--- config.mk ---
export PLATFORM = sky130hd
export DESIGN_NAME = bounded_array_list_engine_unit_flat
export DESIGN_NICKNAME = d
export VERILOG_FILES = /design/src/sv/bale_pkg.sv /design/src/sv/bale_ifs.sv /design/src/sv/bale_ram.sv /design/src/sv/bale_ctrl.sv /design/src/sv/bounded_array_list_engine_unit.sv /design/src/flat_wrapper.sv
export VERILOG_INCLUDE_DIRS = /design/src /design/src/sv
export SDC_FILE = /design/constraint.sdc
export NUM_CORES = 1
export LEC_CHECK = 0
export ABC_AREA = 1
export ABC_CLOCK_PERIOD_IN_PS = 4600
export BUFFER_PORTS_ARGS = -buffer_cell sky130_fd_sc_hd__buf_2
export CORE_MARGIN = 10
export CORE_UTILIZATION = 62
export CTS_CLUSTER_SIZE = 16
export DETAILED_ROUTE_END_ITERATION = 7
export PLACE_DENSITY = 0.8
export SETUP_SLACK_MARGIN = 0.4
export SLEW_MARGIN = 20
export SYNTH_ARGS = -nofsm -noshare
export SYNTH_HDL_FRONTEND = slang
export SYNTH_SLANG_ARGS = --single-unit
--- constraint.sdc ---
create_clock -name clk -period 4.6 [get_ports clk]
set_input_delay 0.23 -clock clk [delete_from_list [all_inputs] [get_ports clk]]
set_output_delay 0.23 -clock clk [all_outputs]
set_load 0.02 [all_outputs]
--- src/sv/bounded_array_list_engine_unit_assert.svh ---
// Assertion macros for the array list engine.
// Both sample on the rising edge of clk and are disabled while rst_n is low.
`ifndef BOUNDED_ARRAY_LIST_ENGINE_UNIT_ASSERT_SVH
`define BOUNDED_ARRAY_LIST_ENGINE_UNIT_ASSERT_SVH

// The consequent must hold in the same cycle as the antecedent.
`define BALE_ASSERT_SAME(label, ante, cons, msg) \
    label: assert property (@(posedge clk) disable iff (!rst_n) (ante) |-> (cons)) \
        else $error(msg);

// The consequent must hold in the cycle after the antecedent.
`define BALE_ASSERT_NEXT(label, ante, cons, msg) \
    label: assert property (@(posedge clk) disable iff (!rst_n) (ante) |=> (cons)) \
        else $error(msg);

`endif

--- src/sv/bale_pkg.sv ---
`default_nettype none

package bale_pkg;

    // Operation codes carried in the func field.
    typedef enum logic [2:0] {
        FN_INSERT,
        FN_APPEND,
        FN_EXTRACT,
        FN_CLEAR,
        FN_COUNT,
        FN_INDEX,
        FN_REVERSE,
        FN_LENGTH
    } bale_func_t;

    // Status codes returned with every result.
    typedef enum logic [2:0] {
        ST_OK,
        ST_FULL,
        ST_BADPOS,
        ST_EMPTY,
        ST_NOTFOUND
    } bale_status_t;

    // Sequencer states.
    typedef enum logic [2:0] {
        S_IDLE,
        S_SHIFT_UP,
        S_SHIFT_DOWN,
        S_SCAN,
        S_REV_LO,
        S_REV_HI,
        S_REV_WR,
        S_FINISH
    } bale_state_t;

    // One request as taken from the request channel.
    typedef struct packed {
        bale_func_t         func;
        logic signed [31:0] item_value;
        logic [3:0]         position;
    } bale_req_t;

    // One result as handed to the response channel.
    typedef struct packed {
        bale_status_t       status;
        logic signed [31:0] read_value;
        logic [2:0]         found_index;
        logic [3:0]         match_count;
        logic [3:0]         list_length;
    } bale_result_t;

endpackage

`default_nettype wire

--- src/sv/bale_ifs.sv ---
`default_nettype none

// Request channel: one list operation per transaction.
interface bale_req_if;
    logic               valid;
    logic               ready;
    logic [2:0]         func;
    logic signed [31:0] item_value;
    logic [3:0]         position;

    modport source (output valid, output func, output item_value, output position,
                    input ready);
    modport sink (input valid, input func, input item_value, input position,
                  output ready);
endinterface

// Response channel: one result per request.
interface bale_rsp_if;
    logic               valid;
    logic               ready;
    logic [2:0]         status;
    logic signed [31:0] read_value;
    logic [2:0]         found_index;
    logic [3:0]         match_count;
    logic [3:0]         list_length;

    modport source (output valid, output status, output read_value, output found_index,
                    output match_count, output list_length, input ready);
    modport sink (input valid, input status, input read_value, input found_index,
                  input match_count, input list_length, output ready);
endinterface

`default_nettype wire

--- src/sv/bale_ram.sv ---
`default_nettype none

// Simple dual-port RAM: one write port, one read port with registered data.
module bale_ram #(
    parameter int WIDTH = 32,
    parameter int DEPTH = 8
) (
    input  wire logic                             clk,
    input  wire logic                             we,
    input  wire logic [$clog2(DEPTH > 1 ? DEPTH : 2)-1:0] waddr,
    input  wire logic [WIDTH-1:0]                 wdata,
    input  wire logic                             re,
    input  wire logic [$clog2(DEPTH > 1 ? DEPTH : 2)-1:0] raddr,
    output logic      [WIDTH-1:0]                 rdata
);

    logic [WIDTH-1:0] mem [DEPTH];
    logic [WIDTH-1:0] rdata_reg;

    // Write and read; a read of the address being written returns the old word.
    always_ff @(posedge clk)
    begin
        if (we)
        begin
            mem[waddr] <= wdata;
        end
        if (re)
        begin
            rdata_reg <= mem[raddr];
        end
    end

    assign rdata = rdata_reg;

endmodule

`default_nettype wire

--- src/sv/bale_ctrl.sv ---
`default_nettype none

// Operation sequencer: walks the entry memory with at most one read and one
// write per cycle to shift, scan and reverse the list.
module bale_ctrl
    import bale_pkg::*;
#(
    parameter int CAPACITY = 8
) (
    input  wire logic                     clk,
    input  wire logic                     rst_n,
    input  wire bale_req_t                req,
    input  wire logic                     req_valid,
    output logic                          req_ready,
    output bale_result_t                  res,
    output logic                          res_valid,
    input  wire logic                     res_ready,
    output logic                          mem_we,
    output logic [$clog2(CAPACITY > 1 ? CAPACITY : 2)-1:0] mem_waddr,
    output logic [31:0]                   mem_wdata,
    output logic                          mem_re,
    output logic [$clog2(CAPACITY > 1 ? CAPACITY : 2)-1:0] mem_raddr,
    input  wire logic [31:0]              mem_rdata
);

    localparam int AW = $clog2(CAPACITY > 1 ? CAPACITY : 2);
    localparam int LW = $clog2(CAPACITY + 1);
    localparam int CW = (LW > 4) ? LW : 4;
    localparam int FW = (AW > 3) ? AW : 3;

    bale_state_t   state_reg, state_next;
    bale_state_t   start_state;
    bale_status_t  start_status;
    bale_status_t  status_reg, status_next;
    bale_func_t    op_reg, op_next;
    logic [LW-1:0] len_reg, len_next;
    logic [31:0]   val_reg, val_next;
    logic [CW-1:0] pos_reg, pos_next;
    logic [LW-1:0] ptr_reg, ptr_next;
    logic          pend_reg, pend_next;
    logic [AW-1:0] lo_reg, lo_next;
    logic [AW-1:0] hi_reg, hi_next;
    logic [AW-1:0] whi_reg, whi_next;
    logic          wpend_reg, wpend_next;
    logic [31:0]   tmp_reg, tmp_next;
    logic          hit_reg, hit_next;
    logic [AW-1:0] fidx_reg, fidx_next;
    logic [LW-1:0] cnt_reg, cnt_next;
    logic [31:0]   rd_reg, rd_next;

    logic          req_fire;
    logic [CW-1:0] pos_in;
    logic [CW-1:0] len_c;
    logic [CW-1:0] cnt_c;
    logic [FW-1:0] fidx_c;
    logic [LW-1:0] len_m1;
    logic [LW-1:0] ptr_m1;
    logic [LW-1:0] ptr_m2;
    logic [LW-1:0] ptr_p1;
    logic [LW-1:0] up_target;
    logic [LW-1:0] up_src;
    logic          len_full;
    logic          len_zero;
    logic          up_done;
    logic          walk_done;
    logic          rev_more;

    // Shared arithmetic on the pointers and the length.
    assign req_ready = (state_reg == S_IDLE);
    assign req_fire  = req_valid && req_ready;
    assign pos_in    = CW'(req.position);
    assign len_c     = CW'(len_reg);
    assign cnt_c     = CW'(cnt_reg);
    assign fidx_c    = FW'(fidx_reg);
    assign len_m1    = len_reg - LW'(1);
    assign ptr_m1    = ptr_reg - LW'(1);
    assign ptr_m2    = ptr_reg - LW'(2);
    assign ptr_p1    = ptr_reg + LW'(1);
    assign up_target = pend_reg ? ptr_m1 : ptr_reg;
    assign up_src    = up_target - LW'(1);
    assign len_full  = (len_reg == LW'(CAPACITY));
    assign len_zero  = (len_reg == '0);
    assign up_done   = !pend_reg && (CW'(ptr_reg) == pos_reg);
    assign walk_done = !pend_reg && !(ptr_reg < len_reg);
    assign rev_more  = (lo_reg < hi_reg);

    // Request decode: error checks and the first state of each operation.
    always_comb
    begin
        start_state  = S_FINISH;
        start_status = ST_OK;
        case (req.func)
            FN_INSERT:
            begin
                if (len_full)
                begin
                    start_status = ST_FULL;
                end
                else if (pos_in > len_c)
                begin
                    start_status = ST_BADPOS;
                end
                else
                begin
                    start_state = S_SHIFT_UP;
                end
            end
            FN_APPEND:
            begin
                if (len_full)
                begin
                    start_status = ST_FULL;
                end
                else
                begin
                    start_state = S_SHIFT_UP;
                end
            end
            FN_EXTRACT:
            begin
                if (len_zero)
                begin
                    start_status = ST_EMPTY;
                end
                else if (!(pos_in < len_c))
                begin
                    start_status = ST_BADPOS;
                end
                else
                begin
                    start_state = S_SHIFT_DOWN;
                end
            end
            FN_COUNT, FN_INDEX:
            begin
                if (len_zero)
                begin
                    start_status = ST_EMPTY;
                end
                else
                begin
                    start_state = S_SCAN;
                end
            end
            FN_REVERSE:
            begin
                if (len_zero)
                begin
                    start_status = ST_EMPTY;
                end
                else
                begin
                    start_state = S_REV_LO;
                end
            end
            default:
            begin
                start_state  = S_FINISH;
                start_status = ST_OK;
            end
        endcase
    end

    // Next state.
    always_comb
    begin
        state_next = state_reg;
        case (state_reg)
            S_IDLE:
            begin
                if (req_fire)
                begin
                    state_next = start_state;
                end
            end
            S_SHIFT_UP:
            begin
                if (up_done)
                begin
                    state_next = S_FINISH;
                end
            end
            S_SHIFT_DOWN, S_SCAN:
            begin
                if (walk_done)
                begin
                    state_next = S_FINISH;
                end
            end
            S_REV_LO:
            begin
                state_next = rev_more ? S_REV_HI : S_FINISH;
            end
            S_REV_HI:
            begin
                state_next = S_REV_WR;
            end
            S_REV_WR:
            begin
                state_next = S_REV_LO;
            end
            S_FINISH:
            begin
                if (res_ready)
                begin
                    state_next = S_IDLE;
                end
            end
            default:
            begin
                state_next = S_IDLE;
            end
        endcase
    end

    // Datapath and memory port control for each state.
    always_comb
    begin
        status_next = status_reg;
        op_next     = op_reg;
        len_next    = len_reg;
        val_next    = val_reg;
        pos_next    = pos_reg;
        ptr_next    = ptr_reg;
        pend_next   = pend_reg;
        lo_next     = lo_reg;
        hi_next     = hi_reg;
        whi_next    = whi_reg;
        wpend_next  = wpend_reg;
        tmp_next    = tmp_reg;
        hit_next    = hit_reg;
        fidx_next   = fidx_reg;
        cnt_next    = cnt_reg;
        rd_next     = rd_reg;
        mem_we      = 1'b0;
        mem_waddr   = '0;
        mem_wdata   = '0;
        mem_re      = 1'b0;
        mem_raddr   = '0;
        res_valid   = 1'b0;

        case (state_reg)
            S_IDLE:
            begin
                if (req_fire)
                begin
                    op_next     = req.func;
                    val_next    = req.item_value;
                    status_next = start_status;
                    rd_next     = '0;
                    cnt_next    = '0;
                    fidx_next   = '0;
                    hit_next    = 1'b0;
                    pend_next   = 1'b0;
                    wpend_next  = 1'b0;
                    lo_next     = '0;
                    hi_next     = len_m1[AW-1:0];
                    pos_next    = (req.func == FN_APPEND) ? len_c : pos_in;
                    case (req.func)
                        FN_EXTRACT:        ptr_next = pos_in[LW-1:0];
                        FN_COUNT, FN_INDEX: ptr_next = '0;
                        default:           ptr_next = len_reg;
                    endcase
                    if (req.func == FN_CLEAR)
                    begin
                        len_next = '0;
                    end
                end
            end

            // Move entries up one place from the tail down to the insert point,
            // then drop the new value in.
            S_SHIFT_UP:
            begin
                if (pend_reg)
                begin
                    mem_we    = 1'b1;
                    mem_waddr = ptr_reg[AW-1:0];
                    mem_wdata = mem_rdata;
                end
                else if (up_done)
                begin
                    mem_we    = 1'b1;
                    mem_waddr = ptr_reg[AW-1:0];
                    mem_wdata = val_reg;
                    len_next  = len_reg + LW'(1);
                end
                ptr_next = up_target;
                if (CW'(up_target) > pos_reg)
                begin
                    mem_re    = 1'b1;
                    mem_raddr = up_src[AW-1:0];
                    pend_next = 1'b1;
                end
                else
                begin
                    pend_next = 1'b0;
                end
            end

            // Read the extracted entry, then move each later entry down one place.
            S_SHIFT_DOWN:
            begin
                if (pend_reg)
                begin
                    if (CW'(ptr_m1) == pos_reg)
                    begin
                        rd_next = mem_rdata;
                    end
                    else
                    begin
                        mem_we    = 1'b1;
                        mem_waddr = ptr_m2[AW-1:0];
                        mem_wdata = mem_rdata;
                    end
                end
                if (ptr_reg < len_reg)
                begin
                    mem_re    = 1'b1;
                    mem_raddr = ptr_reg[AW-1:0];
                    ptr_next  = ptr_p1;
                    pend_next = 1'b1;
                end
                else
                begin
                    pend_next = 1'b0;
                end
                if (walk_done)
                begin
                    len_next = len_m1;
                end
            end

            // Compare every held entry with the value; count hits, keep the first.
            S_SCAN:
            begin
                if (pend_reg && (mem_rdata == val_reg))
                begin
                    cnt_next = cnt_reg + LW'(1);
                    if (!hit_reg)
                    begin
                        hit_next  = 1'b1;
                        fidx_next = ptr_m1[AW-1:0];
                    end
                end
                if (ptr_reg < len_reg)
                begin
                    mem_re    = 1'b1;
                    mem_raddr = ptr_reg[AW-1:0];
                    ptr_next  = ptr_p1;
                    pend_next = 1'b1;
                end
                else
                begin
                    pend_next = 1'b0;
                end
                if (walk_done && (op_reg == FN_INDEX) && !hit_reg)
                begin
                    status_next = ST_NOTFOUND;
                end
            end

            // Reverse: finish the previous swap and read the low entry.
            S_REV_LO:
            begin
                if (wpend_reg)
                begin
                    mem_we     = 1'b1;
                    mem_waddr  = whi_reg;
                    mem_wdata  = tmp_reg;
                    wpend_next = 1'b0;
                end
                if (rev_more)
                begin
                    mem_re    = 1'b1;
                    mem_raddr = lo_reg;
                end
            end

            // Hold the low entry and read the high one.
            S_REV_HI:
            begin
                tmp_next  = mem_rdata;
                mem_re    = 1'b1;
                mem_raddr = hi_reg;
            end

            // Write the high entry low and step both ends inwards.
            S_REV_WR:
            begin
                mem_we     = 1'b1;
                mem_waddr  = lo_reg;
                mem_wdata  = mem_rdata;
                whi_next   = hi_reg;
                wpend_next = 1'b1;
                lo_next    = lo_reg + AW'(1);
                hi_next    = hi_reg - AW'(1);
            end

            S_FINISH:
            begin
                res_valid = 1'b1;
            end

            default:
            begin
                res_valid = 1'b0;
            end
        endcase
    end

    // Result fields; search outputs show only for their own operation.
    always_comb
    begin
        res.status      = status_reg;
        res.read_value  = rd_reg;
        res.found_index = (op_reg == FN_INDEX) ? fidx_c[2:0] : 3'd0;
        res.match_count = (op_reg == FN_COUNT) ? cnt_c[3:0] : 4'd0;
        res.list_length = len_c[3:0];
    end

    // Control state.
    always_ff @(posedge clk or negedge rst_n)
    begin
        if (!rst_n)
        begin
            state_reg <= S_IDLE;
            len_reg   <= '0;
            pend_reg  <= 1'b0;
            wpend_reg <= 1'b0;
        end
        else
        begin
            state_reg <= state_next;
            len_reg   <= len_next;
            pend_reg  <= pend_next;
            wpend_reg <= wpend_next;
        end
    end

    // Operands, pointers and result payload.
    always_ff @(posedge clk)
    begin
        status_reg <= status_next;
        op_reg     <= op_next;
        val_reg    <= val_next;
        pos_reg    <= pos_next;
        ptr_reg    <= ptr_next;
        lo_reg     <= lo_next;
        hi_reg     <= hi_next;
        whi_reg    <= whi_next;
        tmp_reg    <= tmp_next;
        hit_reg    <= hit_next;
        fidx_reg   <= fidx_next;
        cnt_reg    <= cnt_next;
        rd_reg     <= rd_next;
    end

endmodule

`default_nettype wire

--- src/sv/bounded_array_list_engine_unit.sv ---
// Bounded ordered list of signed 32-bit values, CAPACITY entries deep.
// Requests arrive on the req channel (func, item_value, position); each
// request gives exactly one result on the rsp channel (status, read_value,
// found_index, match_count, list_length). A transaction completes at a
// rising edge of clk with valid and ready both high.
// Entries live in a RAM with one write and one registered read port; the
// sequencer handles one request at a time and shifts, scans or swaps
// entries through the RAM's read and write ports.
// A finished result sits in an output register, so the next request is taken
// while the receiver still stalls; a further result waits in the sequencer
// until that register frees.
// Reset (rst_n low, asynchronous) empties the list and drops any pending
// result; entry contents are not cleared, as nothing past the length is read.
`default_nettype none

`include "bounded_array_list_engine_unit_assert.svh"

module bounded_array_list_engine_unit
    import bale_pkg::*;
#(
    parameter int CAPACITY = 8
) (
    input wire logic   clk,
    input wire logic   rst_n,
    bale_req_if.sink   req,
    bale_rsp_if.source rsp
);

    localparam int AW = $clog2(CAPACITY > 1 ? CAPACITY : 2);

    bale_req_t     req_s;
    bale_result_t  res;
    logic          res_valid;
    logic          res_ready;
    logic          mem_we;
    logic [AW-1:0] mem_waddr;
    logic [31:0]   mem_wdata;
    logic          mem_re;
    logic [AW-1:0] mem_raddr;
    logic [31:0]   mem_rdata;
    logic          out_valid_reg;
    bale_result_t  out_data_reg;

    // Gather the request fields.
    always_comb
    begin
        req_s.func       = bale_func_t'(req.func);
        req_s.item_value = req.item_value;
        req_s.position   = req.position;
    end

    bale_ctrl #(
        .CAPACITY (CAPACITY)
    ) u_ctrl (
        .clk       (clk),
        .rst_n     (rst_n),
        .req       (req_s),
        .req_valid (req.valid),
        .req_ready (req.ready),
        .res       (res),
        .res_valid (res_valid),
        .res_ready (res_ready),
        .mem_we    (mem_we),
        .mem_waddr (mem_waddr),
        .mem_wdata (mem_wdata),
        .mem_re    (mem_re),
        .mem_raddr (mem_raddr),
        .mem_rdata (mem_rdata)
    );

    bale_ram #(
        .WIDTH (32),
        .DEPTH (CAPACITY)
    ) u_entries (
        .clk   (clk),
        .we    (mem_we),
        .waddr (mem_waddr),
        .wdata (mem_wdata),
        .re    (mem_re),
        .raddr (mem_raddr),
        .rdata (mem_rdata)
    );

    // Output register: takes a result whenever it is empty or being drained.
    assign res_ready = !out_valid_reg || rsp.ready;

    always_ff @(posedge clk or negedge rst_n)
    begin
        if (!rst_n)
        begin
            out_valid_reg <= 1'b0;
        end
        else if (res_valid && res_ready)
        begin
            out_valid_reg <= 1'b1;
        end
        else if (rsp.ready)
        begin
            out_valid_reg <= 1'b0;
        end
    end

    always_ff @(posedge clk)
    begin
        if (res_valid && res_ready)
        begin
            out_data_reg <= res;
        end
    end

    assign rsp.valid       = out_valid_reg;
    assign rsp.status      = out_data_reg.status;
    assign rsp.read_value  = out_data_reg.read_value;
    assign rsp.found_index = out_data_reg.found_index;
    assign rsp.match_count = out_data_reg.match_count;
    assign rsp.list_length = out_data_reg.list_length;

    // A request is never taken while the sequencer is offering a result.
    `BALE_ASSERT_SAME(a_no_accept_while_done, req.valid && req.ready, !res_valid,
        "request accepted while a result was pending")
    // Once a result moves to the output register the sequencer is free again.
    `BALE_ASSERT_NEXT(a_ready_after_result, res_valid && res_ready, req.ready,
        "sequencer not ready after handing over a result")
    // Only a successful extract returns a value.
    `BALE_ASSERT_SAME(a_value_only_on_ok, rsp.valid && (rsp.status != ST_OK),
        rsp.read_value == 32'sd0, "non-zero read value on a failed operation")

endmodule

`default_nettype wire
--- src/flat_wrapper.sv ---
// flat-port wrapper written by rule: the top's interface ports become plain ports
module bounded_array_list_engine_unit_flat import bale_pkg::*;
#(
    parameter int CAPACITY = 8
)
  (clk, rst_n, req_valid, req_func, req_item_value, req_position, req_ready, rsp_valid, rsp_status, rsp_read_value, rsp_found_index, rsp_match_count, rsp_list_length, rsp_ready);
  bale_req_if req_i ();
  bale_rsp_if rsp_i ();
  input wire logic clk;
  input wire logic rst_n;
  input wire logic [$bits(req_i.valid)-1:0] req_valid;
  input wire logic [$bits(req_i.func)-1:0] req_func;
  input wire logic [$bits(req_i.item_value)-1:0] req_item_value;
  input wire logic [$bits(req_i.position)-1:0] req_position;
  output wire logic [$bits(req_i.ready)-1:0] req_ready;
  output wire logic [$bits(rsp_i.valid)-1:0] rsp_valid;
  output wire logic [$bits(rsp_i.status)-1:0] rsp_status;
  output wire logic [$bits(rsp_i.read_value)-1:0] rsp_read_value;
  output wire logic [$bits(rsp_i.found_index)-1:0] rsp_found_index;
  output wire logic [$bits(rsp_i.match_count)-1:0] rsp_match_count;
  output wire logic [$bits(rsp_i.list_length)-1:0] rsp_list_length;
  input wire logic [$bits(rsp_i.ready)-1:0] rsp_ready;
  assign req_i.valid = req_valid;
  assign req_i.func = req_func;
  assign req_i.item_value = req_item_value;
  assign req_i.position = req_position;
  assign req_ready = req_i.ready;
  assign rsp_valid = rsp_i.valid;
  assign rsp_status = rsp_i.status;
  assign rsp_read_value = rsp_i.read_value;
  assign rsp_found_index = rsp_i.found_index;
  assign rsp_match_count = rsp_i.match_count;
  assign rsp_list_length = rsp_i.list_length;
  assign rsp_i.ready = rsp_ready;
  bounded_array_list_engine_unit #(.CAPACITY(CAPACITY)) u_core (.clk(clk), .rst_n(rst_n), .req(req_i), .rsp(rsp_i));
endmodule
==> impl_metrics.tcl <==
set metrics [dict create \
    synthSimpleGateAreaFrac 0.188 \
    cap_violations 0 \
    r2r_setup_slack_ns 0.69 \
    ys_types 46 \
    synth.mux.area_fraction 0 \
    cpPeakStageDelay_ns 0.63 \
    synthTopCellsByArea "edfxtp_1 65%, nand2_1 7.6%, inv_1 6.6%, nand4_1 4.0%, nand3_1 3.7%" \
    p_total_mw 18.7 \
    critPathArrivalTime_ns 4.34 \
    yosys.area.top_type "edfxtp_1" \
    h-tree-depth 2 \
    wl_um 53600 \
    die_width_um 206 \
    num_antenna_cells 0 \
    stdcell_count 2589 \
    wl_per_cell_um 20.7 \
    clk_latency_ns 0.57 \
    top_register "u_core.u_entries.mem" \
    cp.required_ns 5.03 \
    crit_fanout 26 \
    antenna_found_initial 0 \
    crit_chain "inv_1 > ha_1 > a21boi_1 > nand2_1 > xnor2_1 > ha_1 > nand2_1 > inv_1 > nand2_1 > nand2_1 > nand3b_1 > nand2_1 > nor2_8 > buf_4 > nand3_1 > nand2_1 > nand2_1 > nand2_1" \
    timing.final.crit_share 0.850 \
    cp_top_family "simple AND/OR/NAND/NOR gates" \
    report.final.slew_viol_count 0 \
    place_inst 2470 \
    hpwlAfterDp_um 31500 \
    grt_overflow 0 \
    grt_pass1_vias 14900 \
    ys_ff_latch 471 \
    largest_register_ff_count 256 \
    peakVddDrop_v 0.000656 \
    synth_compound_area_frac 0.0342 \
    cts_buffer_depth 3 \
    portBuffers 90 \
    crit_buf_inv 3 \
    hold_viol 0 \
    root_buffer "clkbuf_16" \
    antenna_left 0 \
    holdWs_ns 0.0714 \
    die_area_mm2 0.0423 \
    core_area_mm2 0.0338 \
    yosysWarnings 0 \
    synth_top_family_by_area "simple AND/OR/NAND/NOR gates" \
    drc 0 \
    grt_pass1_wl_um 82800 \
    drive_above_1_share 0.111 \
    worstSetupPathType "register to register" \
    gp_congestion 0.943 \
    hold_path.class "primary input to async pin" \
    grt_max_degree 129 \
    start_kind "register" \
    dr.pass1.iters 6 \
    syn-instance-count 1994 \
    netlist_area_mm2 0.0213 \
    period_needed_ns 3.91 \
    worst_pin_slew_ns 1.07 \
    finClkSkew_ns 0.0177 \
    rsz0062_at_grt "false" \
    startpoint "u_core.u_ctrl.ptr_reg[2]" \
    leakage_nw 10.3 \
    area_growth_pct 13.3 \
    synth_fp_nets 2062 \
    die-height_um 206 \
    fillers 2088 \
    r2r_cells 18 \
    grt_usage 0.251 \
    numCtsBuffers 47 \
    yosysTopAreaCellShare 0.648 \
    cts_tree "done" \
    p_per_area_mw_per_mm2 774 \
    nets 2178 \
    r2r-start "u_core.u_ctrl.ptr_reg[2]" \
    vias_per_cell 5.90 \
    num_io_pins 91 \
    synthAdderAreaFrac 0.0147 \
    synth_xor_area_frac 0.00944 \
    r2r-end "u_core.u_entries.rdata[12]" \
    cpMostUsedCell "nand2_1" \
    fin_setup_tns_ns 0 \
    max_freq_ghz 0.256 \
    initial_core_util 0.632 \
    clkTransAtPathRegs_ns 0.06 \
    setup_violations 0 \
    clkSinkCount 471 \
    syn_area_per_cell_um2 10.7 \
    vias 15300 \
    rows 67 \
    fin_area_mm2 0.0242 \
    critPathSlowestCell "edfxtp_1" \
    slew_headroom 0.284 \
    worst_setup_path_end_kind "register" \
    drtIter0Drc 1931 \
    dpl-instance-area_mm2 0.0222 \
    postCtsSetupBuffers 0 \
    synth-seq-area-share 0.660 \
    run_status "completed" \
]
==> worst reg2reg max path: cells and delay by family, from the launching register on <==
family / cells / cell delay, ns
AOI/OAI and AO/OA: 1 / 0.25
and+or+nand+nor: 11 / 1.50
DFF: 1 / 0.63
buffers and inverters: 3 / 0.64
adders and majority gates: 2 / 0.52
xor gates and xnor gates: 1 / 0.24
==> layout make-up <==
type,count,area [um2],area share
clock buffers,54,1240,0.0515
well taps,448,561,0.0232
repair buffers,160,1140,0.0473
flip-flops and latches,471,14100,0.583
clock inverters,26,305,0.0126
inverters,386,1450,0.0600
multi-input cells,1044,5390,0.223
==> power breakdown <==
part           leakage [nW]  switching, mW  internal (mW)  total, mW
logic                  5.12           5.23           2.08       7.31
clock network         0.752           1.58           2.32       3.90
registers              4.40          0.679           6.83       7.51
==> what timing repair did <==
item	4_1_cts	5_1_grt
gates resized for setup	0	0
hold endpoints to repair	46	0
endpoints found under the setup margin	0	10
hold buffers	37	0
==> placed cells by master, fill, tap and decap left out, drive strengths merged, types with 2 or more instances in the layout <==
cell / count
a32oi: 3
clkinv: 18
clkbuf: 54
a21oi: 16
inv: 386
xnor2: 9
bufinv: 7
nand3b: 3
nor3: 6
nand2: 445
dfrtp: 10
nand3: 173
o21ai: 40
buf: 123
o21bai: 2
o22ai: 22
nand4: 137
edfxtp: 461
o221ai: 3
xor2: 14
a22o: 3
nor2: 112
a21boi: 2
o211ai: 22
ha: 25
dlygate4sd3: 37
==> worst max-delay path by stage <==
stage	to	slack, ns	depth (start not counted)
3_5_place_dp	u_core.u_entries.rdata[27]	0.87	17
4_1_cts	u_core.u_entries.rdata[27]	0.76	17
2_1_floorplan	u_core.u_ctrl.rd_reg[0]	0.50	8
6_report	u_core.u_entries.rdata[12]	0.69	18
5_1_grt	u_core.u_entries.rdata[12]	0.47	18
3_3_place_gp	u_core.u_entries.rdata[10]	0.94	17
==> cells in the mapped netlist (all sizes together) <==
master	n
inv	385
nor4	1
a22oi	1
a22o	3
nand3b	3
o21ai	40
o21bai	2
a21oi	16
o41ai	1
nor2	112
clkbuf	21
xnor2	9
buf	73
xor2	14
dfrtp	10
o31ai	1
edfxtp	461
ha	25
o221ai	3
nand3	172
nand4	137
a211oi	1
a31oi	1
o211ai	22
a32oi	3
a21boi	2
nor3	6
clkinv	1
and2	1
o22ai	22
nand2	445
==> metal layers <==
metal | share of wire | up-vias | global-route usage
met5 | 0 | - | 0
met4 | 0.026 | 0 | 0.0845
met3 | 0.12 | 142 | 0.0462
met2 | 0.47 | 1022 | 0.397
met1 | 0.38 | 7192 | 0.347
li1 | - | 6927 | -
==> metrics by stage <==
| step | utilization | worst slack [ns] |
|---|---|---|
| finish | 0.716 | 0.688 |
| global placement | 0.658 | 0.937 |
| CTS | 0.715 | 0.762 |
| global route | 0.716 | 0.467 |
| floorplan | - | 0.496 |
| detailed placement | 0.658 | 0.868 |
==> logic make-up after synthesis <==
| family | Yosys count |
|---|---|
| buf+inv | 480 |
| flops | 471 |
| compound gates | 118 |
| fa+ha+maj | 25 |
| simple gates | 877 |
| xor+xnor | 23 |
(Power assumes the default switching activity.)
